[src/hdl/wshj_pkg.sv]
// ----------------------------------------------------------------------------
// wshj_pkg
// Shared types and constants of the windowed symmetric hash join.
// ----------------------------------------------------------------------------
package wshj_pkg;

	localparam int WinDepth  = 1024;
	localparam int KeyBits   = 16;
	localparam int TimeBits  = 32;
	localparam int MaxLanes  = 16;
	localparam int PtrBits   = $clog2(WinDepth);
	localparam int CntBits   = PtrBits + 1;
	localparam int KeySpace  = 1 << KeyBits;
	localparam int TotalBits = 48;
	localparam int PosBits   = 4;

	localparam logic [1:0] RegWindowLen = 2'd0;
	localparam logic [1:0] RegLaneIndex = 2'd1;
	localparam logic [1:0] RegLaneCount = 2'd2;

	localparam logic OpS = 1'b0;
	localparam logic OpR = 1'b1;

	typedef struct packed {
		logic                operation;
		logic [KeyBits-1:0]  join_key;
		logic [TimeBits-1:0] arrival_time;
	} item_in_t;

	typedef struct packed {
		logic                 processed;
		logic [10:0]          match_count;
		logic [TotalBits-1:0] running_total;
		logic                 overflow;
	} item_out_t;

	// controller to datapath
	typedef struct packed {
		logic load;       // latch input item and lane decision
		logic clr_step;   // advance clearing pass
		logic exp_rd;     // read head of opposite window
		logic exp_key_rd; // read opposite count of the head key
		logic exp_pop;    // pop head, decrement count
		logic store;      // write own window, increment own count, read probe
		logic finish;     // accumulate and present result
		logic skip;       // present skipped result
	} ctl_t;

	// datapath to controller
	typedef struct packed {
		logic clr_done;
		logic take;      // tuple is processed
		logic exp_more;  // opposite window non-empty
		logic exp_old;   // head entry older than bound
	} sts_t;

endpackage

[src/hdl/wshj_ctrl.sv]
// ----------------------------------------------------------------------------
// wshj_ctrl
// Sequencer: clearing pass, lane decision, expiry loop, store, probe.
// ----------------------------------------------------------------------------
module wshj_ctrl (
	input  logic           clk,
	input  logic           arst_n,
	input  logic           start,
	output logic           busy,
	input  wshj_pkg::sts_t sts,
	output wshj_pkg::ctl_t ctl
);

	typedef enum logic [8:0] {
		ST_CLEAR = 9'b0_0000_0001,
		ST_IDLE  = 9'b0_0000_0010,
		ST_DEC   = 9'b0_0000_0100,
		ST_ERD   = 9'b0_0000_1000,
		ST_ECHK  = 9'b0_0001_0000,
		ST_EPOP  = 9'b0_0010_0000,
		ST_STORE = 9'b0_0100_0000,
		ST_PRB   = 9'b0_1000_0000,
		ST_DONE  = 9'b1_0000_0000
	} state_t;

	state_t state_q, state_d;

	// advance state
	always_ff @(posedge clk or negedge arst_n) begin
		if (!arst_n) begin
			state_q <= ST_CLEAR;
		end else begin
			state_q <= state_d;
		end
	end

	always_comb begin
		state_d = state_q;
		ctl     = '0;
		busy    = 1'b1;
		case (state_q)
			ST_CLEAR: begin
				ctl.clr_step = 1'b1;
				if (sts.clr_done) state_d = ST_IDLE;
			end
			ST_IDLE: begin
				busy = 1'b0;
				if (start) begin
					ctl.load = 1'b1;
					state_d  = ST_DEC;
				end
			end
			ST_DEC: begin
				if (!sts.take) begin
					ctl.skip = 1'b1;
					state_d  = ST_IDLE;
				end else if (sts.exp_more) begin
					ctl.exp_rd = 1'b1;
					state_d    = ST_ECHK;
				end else begin
					state_d = ST_STORE;
				end
			end
			ST_ERD: begin
				if (sts.exp_more) begin
					ctl.exp_rd = 1'b1;
					state_d    = ST_ECHK;
				end else begin
					state_d = ST_STORE;
				end
			end
			ST_ECHK: begin
				if (sts.exp_old) begin
					ctl.exp_key_rd = 1'b1;
					state_d        = ST_EPOP;
				end else begin
					state_d = ST_STORE;
				end
			end
			ST_EPOP: begin
				ctl.exp_pop = 1'b1;
				state_d     = ST_ERD;
			end
			ST_STORE: begin
				ctl.store = 1'b1;
				state_d   = ST_PRB;
			end
			ST_PRB: begin
				state_d = ST_DONE;
			end
			ST_DONE: begin
				ctl.finish = 1'b1;
				state_d    = ST_IDLE;
			end
			default: begin
				state_d = ST_CLEAR;
			end
		endcase
	end

	assert property (@(posedge clk) disable iff (!arst_n)
		(state_q == ST_IDLE && start) |=> state_q == ST_DEC)
		else $error("accepted item did not enter decision");
	assert property (@(posedge clk) disable iff (!arst_n)
		ctl.exp_pop |=> state_q == ST_ERD)
		else $error("pop not followed by head re-read");
	assert property (@(posedge clk) disable iff (!arst_n)
		ctl.exp_key_rd |=> ctl.exp_pop)
		else $error("count read not followed by pop");
	assert property (@(posedge clk) disable iff (!arst_n)
		$onehot0({ctl.finish, ctl.skip, ctl.load}))
		else $error("conflicting commands");

endmodule

[config.mk]
export PLATFORM = sky130hd
export DESIGN_NAME = wshj_ctrl
export DESIGN_NICKNAME = d
export VERILOG_FILES = /design/src/hdl/wshj_pkg.sv /design/src/hdl/wshj_ctrl.sv
export SDC_FILE = /design/constraint.sdc
export NUM_CORES = 1
export LEC_CHECK = 0
export ABC_AREA = 1
export BUFFER_PORTS_ARGS = -buffer_cell sky130_fd_sc_hd__buf_2
export CAP_MARGIN = 20
export CELL_PAD_IN_SITES_DETAIL_PLACEMENT = 0
export CELL_PAD_IN_SITES_GLOBAL_PLACEMENT = 2
export CORE_MARGIN = 4
export CORE_UTILIZATION = 29
export CTS_BUF_LIST = sky130_fd_sc_hd__clkbuf_8
export DETAILED_ROUTE_END_ITERATION = 12
export GPL_ROUTABILITY_DRIVEN = 0
export PLACE_DENSITY = 0.84
export SETUP_SLACK_MARGIN = 0.02
export SYNTH_ARGS = -nofsm -noshare
export SYNTH_HDL_FRONTEND = slang
export SYNTH_SLANG_ARGS = --single-unit
[constraint.sdc]
create_clock -name clk -period 1.5 [get_ports clk]
set_input_delay 0.075 -clock clk [delete_from_list [all_inputs] [get_ports clk]]
set_output_delay 0.075 -clock clk [all_outputs]
set_load 0.02 [all_outputs]
==> results of run 1 <==
==> critical path, cell delays in order (launching register included) <==
cell     delay [ns]
dfrtp_1        0.41
nor2_4         0.18
nand2_2        0.10
nor2_4         0.11
nand2_2        0.09
nor2_1         0.09
buf_4          0.14
==> final timing paths <==
kind,endpoint,slack [ns],cells past startpoint
worst max-delay path,ctl[7],0.06,6
worst max register to register,state_q[1],0.12,8
max in group asynchronous,state_q[0],1.03,2
worst min-delay path,state_q[6],0.05,2
worst min register to register,state_q[8],0.60,2
min in group asynchronous,state_q[3],0.23,2
==> timing repair <==
item | in CTS | in global routing
endpoints found under the setup margin | 2 | 6
buffers inserted | 2 | 4
hold buffers | 1 | 0
endpoints found under the hold margin | 9 | 0
pin swaps | 5 | 8
gates resized for setup | 6 | 17
==> cell usage after synthesis <==
cell type / n
nor2_1: 21
inv_1: 11
nand2_1: 9
dfrtp_1: 8
nand2_2: 5
nor2_4: 5
nand3_2: 4
a21oi_1: 3
nand3_1: 3
nor2_2: 3
inv_2: 2
a21boi_1: 1
dfstp_2: 1
nor3_2: 1
o22ai_1: 1
o31ai_2: 1
==> power by group through the flow <==
stage | logic, mW | registers (mW) | clock network, mW
after global placement | 0.386 | 0.317 | 0
after floorplan | 0.304 | 0.314 | 0
after detailed placement | 0.389 | 0.318 | 0
after global routing | 0.550 | 0.318 | 0.298
final | 0.492 | 0.316 | 0.274
after CTS | 0.405 | 0.317 | 0.280
==> final cells by class <==
cell class,instances,area [um2],share of cell area [%]
inverters,13,48.80,5.493
repair buffers,22,151.4,17.04
clock inverters,1,3.754,0.4225
flip-flops and latches,9,227.7,25.63
multi-input cells,57,381.6,42.96
well taps,27,33.78,3.803
clock buffers,3,41.29,4.648
==> per-layer routing <==
metal	wire, um	part of all wire [%]	global-route usage, %	up-vias
met1	646	46	14.55	257
met4	26	1.9	6.383	0
li1	-	-	-	294
met2	637	45	17.76	18
met5	0	0	0	-
met3	95	6.8	2.535	2
==> layout by cell type, fill, tap and decap left out, drive strengths merged <==
cell type	instances
buf	21
nor2	29
nand2	14
dlygate4sd3	1
inv	14
a21oi	3
nor3	1
nand3	7
dfrtp	8
clkbuf	3
o31ai	1
o22ai	1
a21boi	1
dfstp	1
==> cell families after synthesis <==
logic type             count (synthesis)  synth area share, %
flip-flops                             9                37.71
AND/OR/NAND/NOR                       51                47.29
buffers and inverters                 13                8.126
AO/OA/AOI/OAI                          6                6.875
==> impl_metrics.ini, run 1 <==
[setup_path]
critPathCaptureType = output port
critPathKind = register to output port
critPathRequiredTime_ns = 1.42
r2r-start = state_q[8]
crit_path_start = state_q[7]
crit_path_start_kind = register
crit_fanout = 4
cp_data_arrival_time_ns = 1.36

[hold_path]
hp-start = sts[1]
hold_class = input port to register

[sta]
holdWs_ns = 0.05410
finalSetupTns_ns = 0
rsz0062_at_grt = yes
fmax_ghz = 0.6953
clock_skew_ns = 0.001270
hold_violations = 0
setup_ws_ns = 0.06187
final-setup-viol-count = 0
worst-slew-pin-transition_ns = 0.2327
fin_crit_sh_pct = 95.88
fin_crit_ns = 1.438
slew_viol_final = 0
slew_headroom_pct = 84.48

[placement]
preCtsSetupSlack_ns = 0.1444
dp.cells = 121
dp_hpwl_um = 1072
place_area_um2 = 709.4
io_buffer_count = 15

[detailed_routing]
dr.pass1.iters = 4
ant_nets = 0
num_vias = 571
wl_um = 1405
drc = 0
drt-wirelength-per-cell_um = 10.64
drt_iter0_drc = 5
via_per_inst = 4.326

[layout]
largestRegisters = state_q x9
design_area_um2 = 888.4
fin_util_pct = 45.28
top_register = state_q
largest_reg_flops = 9
fillers = 212
num_antenna_cells = 0
fin_nets = 113
area_growth_pct = 47.92
drive_above_1_share_pct = 53.33
instances_no_fill = 132

[floorplanning]
die-area_mm2 = 0.002863
ios = 16
die_w_um = 53.51
rows = 16
initial_utilization_pct = 30.61
core_mm2 = 0.001962
die_h_um = 53.51

[yosys]
ys_warn_count = 0
syn_inst = 79
synth-seq-cells = 9
ys_types = 16
yosysTopAreaCell = dfrtp_1
synth_area_per_cell_um2 = 7.602
synth_fp_nets = 86
syn-cell-area_um2 = 600.6
synth_top_area_share_pct = 33.33
seq_area_frac_synth_pct = 37.71
synthTopCellsByArea = dfrtp_1, nor2_1, nor2_4

[clock_network]
ctsLongestPathBuffers = 2
htreeDepth = 1
clkLatencyLatePin_ns = 0.23
cts_tree = yes
cts-buffers-inserted = 3
cts-root-buf = clkbuf_8
clock-sinks = 9
clk_pin_slew_ns = 0.05

[global_route]
grt_pass1_wl_um = 2311
grt_max_degree = 10
grt_pass1_vias = 545
grt_overflow = 0
antenna_found_initial = 0
grt_usage_pct = 11.46

[power_and_ir_drop]
swShare_pct = 38.73
peakVddDrop_mv = 0.5763
leakagePower_nw = 0.4663
power_mw = 1.082
seqPwrFrac_pct = 29.2
pwr-share-clk_pct = 25.4
internal_power_mw = 0.6632
power_per_cell_area_mw_per_mm2 = 1218
p_switching_mw = 0.4192
power_frac_comb_pct = 45.5

[status]
run_status = finished, final reports clean

[flow_run]
maxCapViolCount = 0
Note: power is estimated with default switching activity, not from simulation.
==> inputs of run 2 (changes only) <==
--- a/config.mk
+++ b/config.mk
@@ -15,7 +15,7 @@
 export CTS_BUF_LIST = sky130_fd_sc_hd__clkbuf_8
 export DETAILED_ROUTE_END_ITERATION = 12
 export GPL_ROUTABILITY_DRIVEN = 0
-export PLACE_DENSITY = 0.84
+export PLACE_DENSITY_LB_ADDON = 0.1
 export SETUP_SLACK_MARGIN = 0.02
 export SYNTH_ARGS = -nofsm -noshare
 export SYNTH_HDL_FRONTEND = slang
==> run 2 against run 1 <==
Effect of this change: worst setup slack got worse by 0.0039 ns; utilization fell by 1.3 points; global-route usage fell by 0.52 points; clock-buffer cell count did not move; worst hold slack got worse by 0.010 ns; clock power rose by 7.7%; sequential share of layout area rose by 0.60 points; critical path depth did not move; largest power group unchanged; highest routed layer unchanged.
==> impl_metrics.ini, run 2 (synthesized netlist as in run 1, its figures left out) <==
[status]
run_status = finished, final reports clean

[layout]
fillers = 224
fin_util_pct = 44.01
fin_nets = 112
instances_no_fill = 131
area_growth_pct = 43.75
largestRegisters = state_q x9
top_register = state_q
design_area_um2 = 863.3
drive_above_1_share_pct = 50.96
layout_commonest_cell = nor2_1
largest_reg_flops = 9
final_cell_mix = nor2_1, inv_1, buf_2
num_antenna_cells = 0

[floorplanning]
initial_utilization_pct = 30.61
die-area_mm2 = 0.002863
die_h_um = 53.51
core_mm2 = 0.001962
die_w_um = 53.51
rows = 16
ios = 16

[sta]
finalSetupTns_ns = 0
final-setup-viol-count = 0
clock_skew_ns = 0.001652
fin_crit_sh_pct = 96.13
setup_ws_ns = 0.05801
rsz0062_at_grt = yes
slew_headroom_pct = 85.73
fmax_ghz = 0.6935
fin_crit_ns = 1.442
worst-slew-pin-transition_ns = 0.2141
holdWs_ns = 0.04367
slew_viol_final = 0
hold_violations = 0

[clock_network]
htreeDepth = 1
cts_tree = yes
ctsLongestPathBuffers = 2
clk_pin_slew_ns = 0.05
clock-sinks = 9
cts-root-buf = clkbuf_8
clkLatencyLatePin_ns = 0.24
cts-buffers-inserted = 3

[detailed_routing]
drc = 0
via_per_inst = 4.160
drt_iter0_drc = 2
dr.pass1.iters = 2
num_vias = 545
wl_um = 1333
ant_nets = 0
drt-wirelength-per-cell_um = 10.18

[setup_path]
timing.critical_path.to = ctl[7]
r2r_slack_ns = 0.13
r2r-end = state_q[1]
crit_path_start_kind = register
critPathCaptureType = output port
cp_data_arrival_time_ns = 1.37
r2r-start = state_q[2]
crit_fanout = 4
r2r_cells = 7
critPathKind = register to output port
crit_path_start = state_q[7]
critPathRequiredTime_ns = 1.42

[placement]
preCtsSetupSlack_ns = 0.1284
dp.cells = 121
io_buffer_count = 15
dp_hpwl_um = 1052
place_area_um2 = 709.4

[power_and_ir_drop]
peakVddDrop_mv = 0.5981
power_per_cell_area_mw_per_mm2 = 1234
power_mw = 1.066
leakagePower_nw = 0.4597

[global_route]
grt_pass1_wl_um = 2139
grt_pass1_vias = 517
grt_overflow = 0
grt_usage_pct = 10.94
grt_max_degree = 10
antenna_found_initial = 0

[flow_run]
maxCapViolCount = 0

[hold_path]
hold_class = input port to register
hp-start = sts[1]
## run 2: how the worst min path moves through the flow
stage / endpoint / slack [ns] / cells past startpoint
floorplan: state_q[1] / -0.22 / 0
global placement: state_q[3] / -0.06 / 1
detailed placement: state_q[7] / -0.06 / 1
CTS: state_q[6] / 0.04 / 2
global route: state_q[6] / 0.04 / 2
finish: state_q[6] / 0.04 / 2
## run 2: critical path, cell delays in order (launching register included)
cell and delay, ns:
dfrtp_1 0.41, nor2_4 0.18, nand2_2 0.10, nor2_4 0.11, nand2_2 0.09, nor2_1 0.09
buf_4 0.14
## run 2: per-layer routing
| layer | global-route usage [%] | wire, um |
|---|---|---|
| met1 | 13.22 | 598 |
| met4 | 8.936 | 47 |
| met5 | 0 | 0 |
| met3 | 1.972 | 79 |
| met2 | 16.73 | 608 |
## run 2: final cells by class
type,instances,area [um2],area share [%]
clock buffer,3,41.29,4.783
clock inverter,1,5.005,0.5797
inverter,13,48.80,5.652
multi-input combinational,57,361.6,41.88
sequential,9,226.5,26.23
tap,27,33.78,3.913
timing repair buffer,21,146.4,16.96
## run 2: power by group
part           total, mW  internal (mW)  switching [mW]  leakage [nW]
sequential         0.316          0.283          0.0334         0.121
clock              0.295          0.182           0.112        0.0255
combinational      0.454          0.188           0.266         0.313
## run 2: what timing repair did
action	in CTS	in global routing
hold endpoints to repair	9	0
pin swaps	4	3
gates resized for setup	6	12
endpoints found under the setup margin	2	6
setup buffers	2	3
hold buffers	1	0
==> inputs of run 3 (changes only) <==
--- a/config.mk
+++ b/config.mk
@@ -11,7 +11,7 @@
 export CELL_PAD_IN_SITES_DETAIL_PLACEMENT = 0
 export CELL_PAD_IN_SITES_GLOBAL_PLACEMENT = 2
 export CORE_MARGIN = 4
-export CORE_UTILIZATION = 29
+export CORE_UTILIZATION = 31
 export CTS_BUF_LIST = sky130_fd_sc_hd__clkbuf_8
 export DETAILED_ROUTE_END_ITERATION = 12
 export GPL_ROUTABILITY_DRIVEN = 0
==> constraint.sdc (replaced) <==
create_clock -name clk -period 1.75 [get_ports clk]
set_input_delay 0.0875 -clock clk [delete_from_list [all_inputs] [get_ports clk]]
set_output_delay 0.0875 -clock clk [all_outputs]
set_load 0.05 [all_outputs]
==> run 3 against run 2 <==
Effect of this change: design area decreased by 9.3%; clock skew rose by 0.0026 ns; via count down 3.1%; sequential share of layout area up 2.7 points; largest cell class unchanged.
==> impl_metrics.ini, run 3 (synthesized netlist as in run 1, its figures left out) <==
[sta]
finalSetupTns_ns = 0
final-setup-viol-count = 0
hold_violations = 0
fin_crit_ns = 1.587
fmax_ghz = 0.6301
worst-slew-pin-transition_ns = 0.2523
slew_viol_final = 0
clock_skew_ns = 0.004261
rsz0062_at_grt = no
slew_headroom_pct = 83.30
fin_crit_sh_pct = 90.68
setup_ws_ns = 0.1630

[setup_path]
r2r_slack_ns = 0.36
r2r_cells = 9
critical-path-top-delay-family = simple AND/OR/NAND/NOR gates
critPathRequiredTime_ns = 1.66
crit_path_start_kind = register
critPathKind = register to output port
cp_num_buf_inv = 1
critPathCaptureType = output port
slowest_stage = dfrtp_1
critical_path_cell_count = 6
critical_path.cell_chain = nor2_4 > nand2_2 > nor2_4 > nand2_2 > nor2_2 > buf_2
crit_fanout = 4
critPathMaxStageDelay_ns = 0.42
r2r-end = state_q[1]
cp_data_arrival_time_ns = 1.50
r2r-start = state_q[0]

[detailed_routing]
drt_iter0_drc = 6
num_vias = 528
via_per_inst = 4.258
dr.pass1.iters = 4
ant_nets = 0
drt-wirelength-per-cell_um = 10.69
wl_um = 1326
drc = 0

[floorplanning]
die-area_mm2 = 0.002706
rows = 15
die_w_um = 52.02
core_mm2 = 0.001783
initial_utilization_pct = 33.68
die_h_um = 52.02
ios = 16

[layout]
largestRegisters = state_q x9
area_growth_pct = 30.42
drive_above_1_share_pct = 42.42
largest_reg_flops = 9
fin_util_pct = 43.93
num_antenna_cells = 0
top_register = state_q
final_cell_mix = nor2_1, buf_2, inv_1
fillers = 213
instances_no_fill = 124
layout_commonest_cell = nor2_1
fin_nets = 107

[hold_path]
min_path_cells = 2
hp-start = sts[1]
hold_class = input port to register
hold_path_end = state_q[6]

[clock_network]
clkLatencyLatePin_ns = 0.23
post_cts_buffers = 0
cts-buffers-inserted = 3
clk_pin_slew_ns = 0.05
ctsLongestPathBuffers = 2
clock-sinks = 9
cts_tree = yes
cts-root-buf = clkbuf_8
htreeDepth = 1

[placement]
dp.cells = 119
preCtsSetupSlack_ns = 0.2899
dp_hpwl_um = 1101
io_buffer_count = 15

[power_and_ir_drop]
swShare_pct = 42.63
leakagePower_nw = 0.4357
pwr-share-clk_pct = 26.3
p_switching_mw = 0.3852
power_frac_comb_pct = 43.9
power_per_cell_area_mw_per_mm2 = 1154
seqPwrFrac_pct = 29.8
internal_power_mw = 0.5183
peakVddDrop_mv = 0.5426

[global_route]
grt_pass1_wl_um = 2166
grt_max_degree = 10
antenna_found_initial = 0
grt_pass1_vias = 523
grt_overflow = 0
grt_usage_pct = 11.16

[status]
run_status = finished, final reports clean

[flow_run]
maxCapViolCount = 0
[run 3: metrics by stage]
stage / power (mW) / instance area (um2) / hold slack, ns
2_1_floorplan: 0.5941 / 609.3 / -0.2081
3_3_place_gp: 0.6728 / 715.7 / -0.04677
3_5_place_dp: 0.6692 / 715.7 / -0.04521
4_1_cts: 0.9131 / 770.7 / 0.04914
5_1_grt: 0.9782 / 783.3 / 0.06956
6_report: 0.9035 / 783.3 / 0.05899
[run 3: area by class of cell]
class                      count  area, um2  share of cell area (%)
multi-input combinational     57      344.1                   43.93
sequential                     9      226.5                   28.91
timing repair buffer          16      87.58                   11.18
inverter                      13      48.80                   6.230
clock buffer                   3      41.29                   5.272
tap                           25      31.28                   3.994
clock inverter                 1      3.754                  0.4792
[run 3: how the worst max path moves through the flow]
stage | startpoint | to
after CTS | state_q[4] | ctl[5]
final | state_q[7] | ctl[7]
after global routing | state_q[1] | ctl[5]
after detailed placement | state_q[4] | ctl[5]
after global placement | state_q[4] | ctl[5]
after floorplan | state_q[4] | ctl[5]
[run 3: layer usage]
| layer | part of all wire, % | global-route usage [%] |
|---|---|---|
| met1 | 50 | 14.59 |
| met2 | 44 | 16.32 |
| met3 | 5.1 | 3.725 |
| met4 | 0.75 | 5.240 |
| met5 | 0 | 0 |
[run 3: what timing repair did]
item	in CTS	in global routing
endpoints found under the setup margin	0	1
hold endpoints to repair	9	0
resized for setup	0	4
hold buffers	1	0
[run 3: power by group through the flow]
stage | Combinational [mW] | Sequential [mW] | Clock, mW
2_1_floorplan | 0.325 | 0.269 | 0
3_3_place_gp | 0.401 | 0.272 | 0
3_5_place_dp | 0.397 | 0.272 | 0
4_1_cts | 0.399 | 0.269 | 0.245
5_1_grt | 0.439 | 0.273 | 0.266
6_report | 0.397 | 0.269 | 0.238
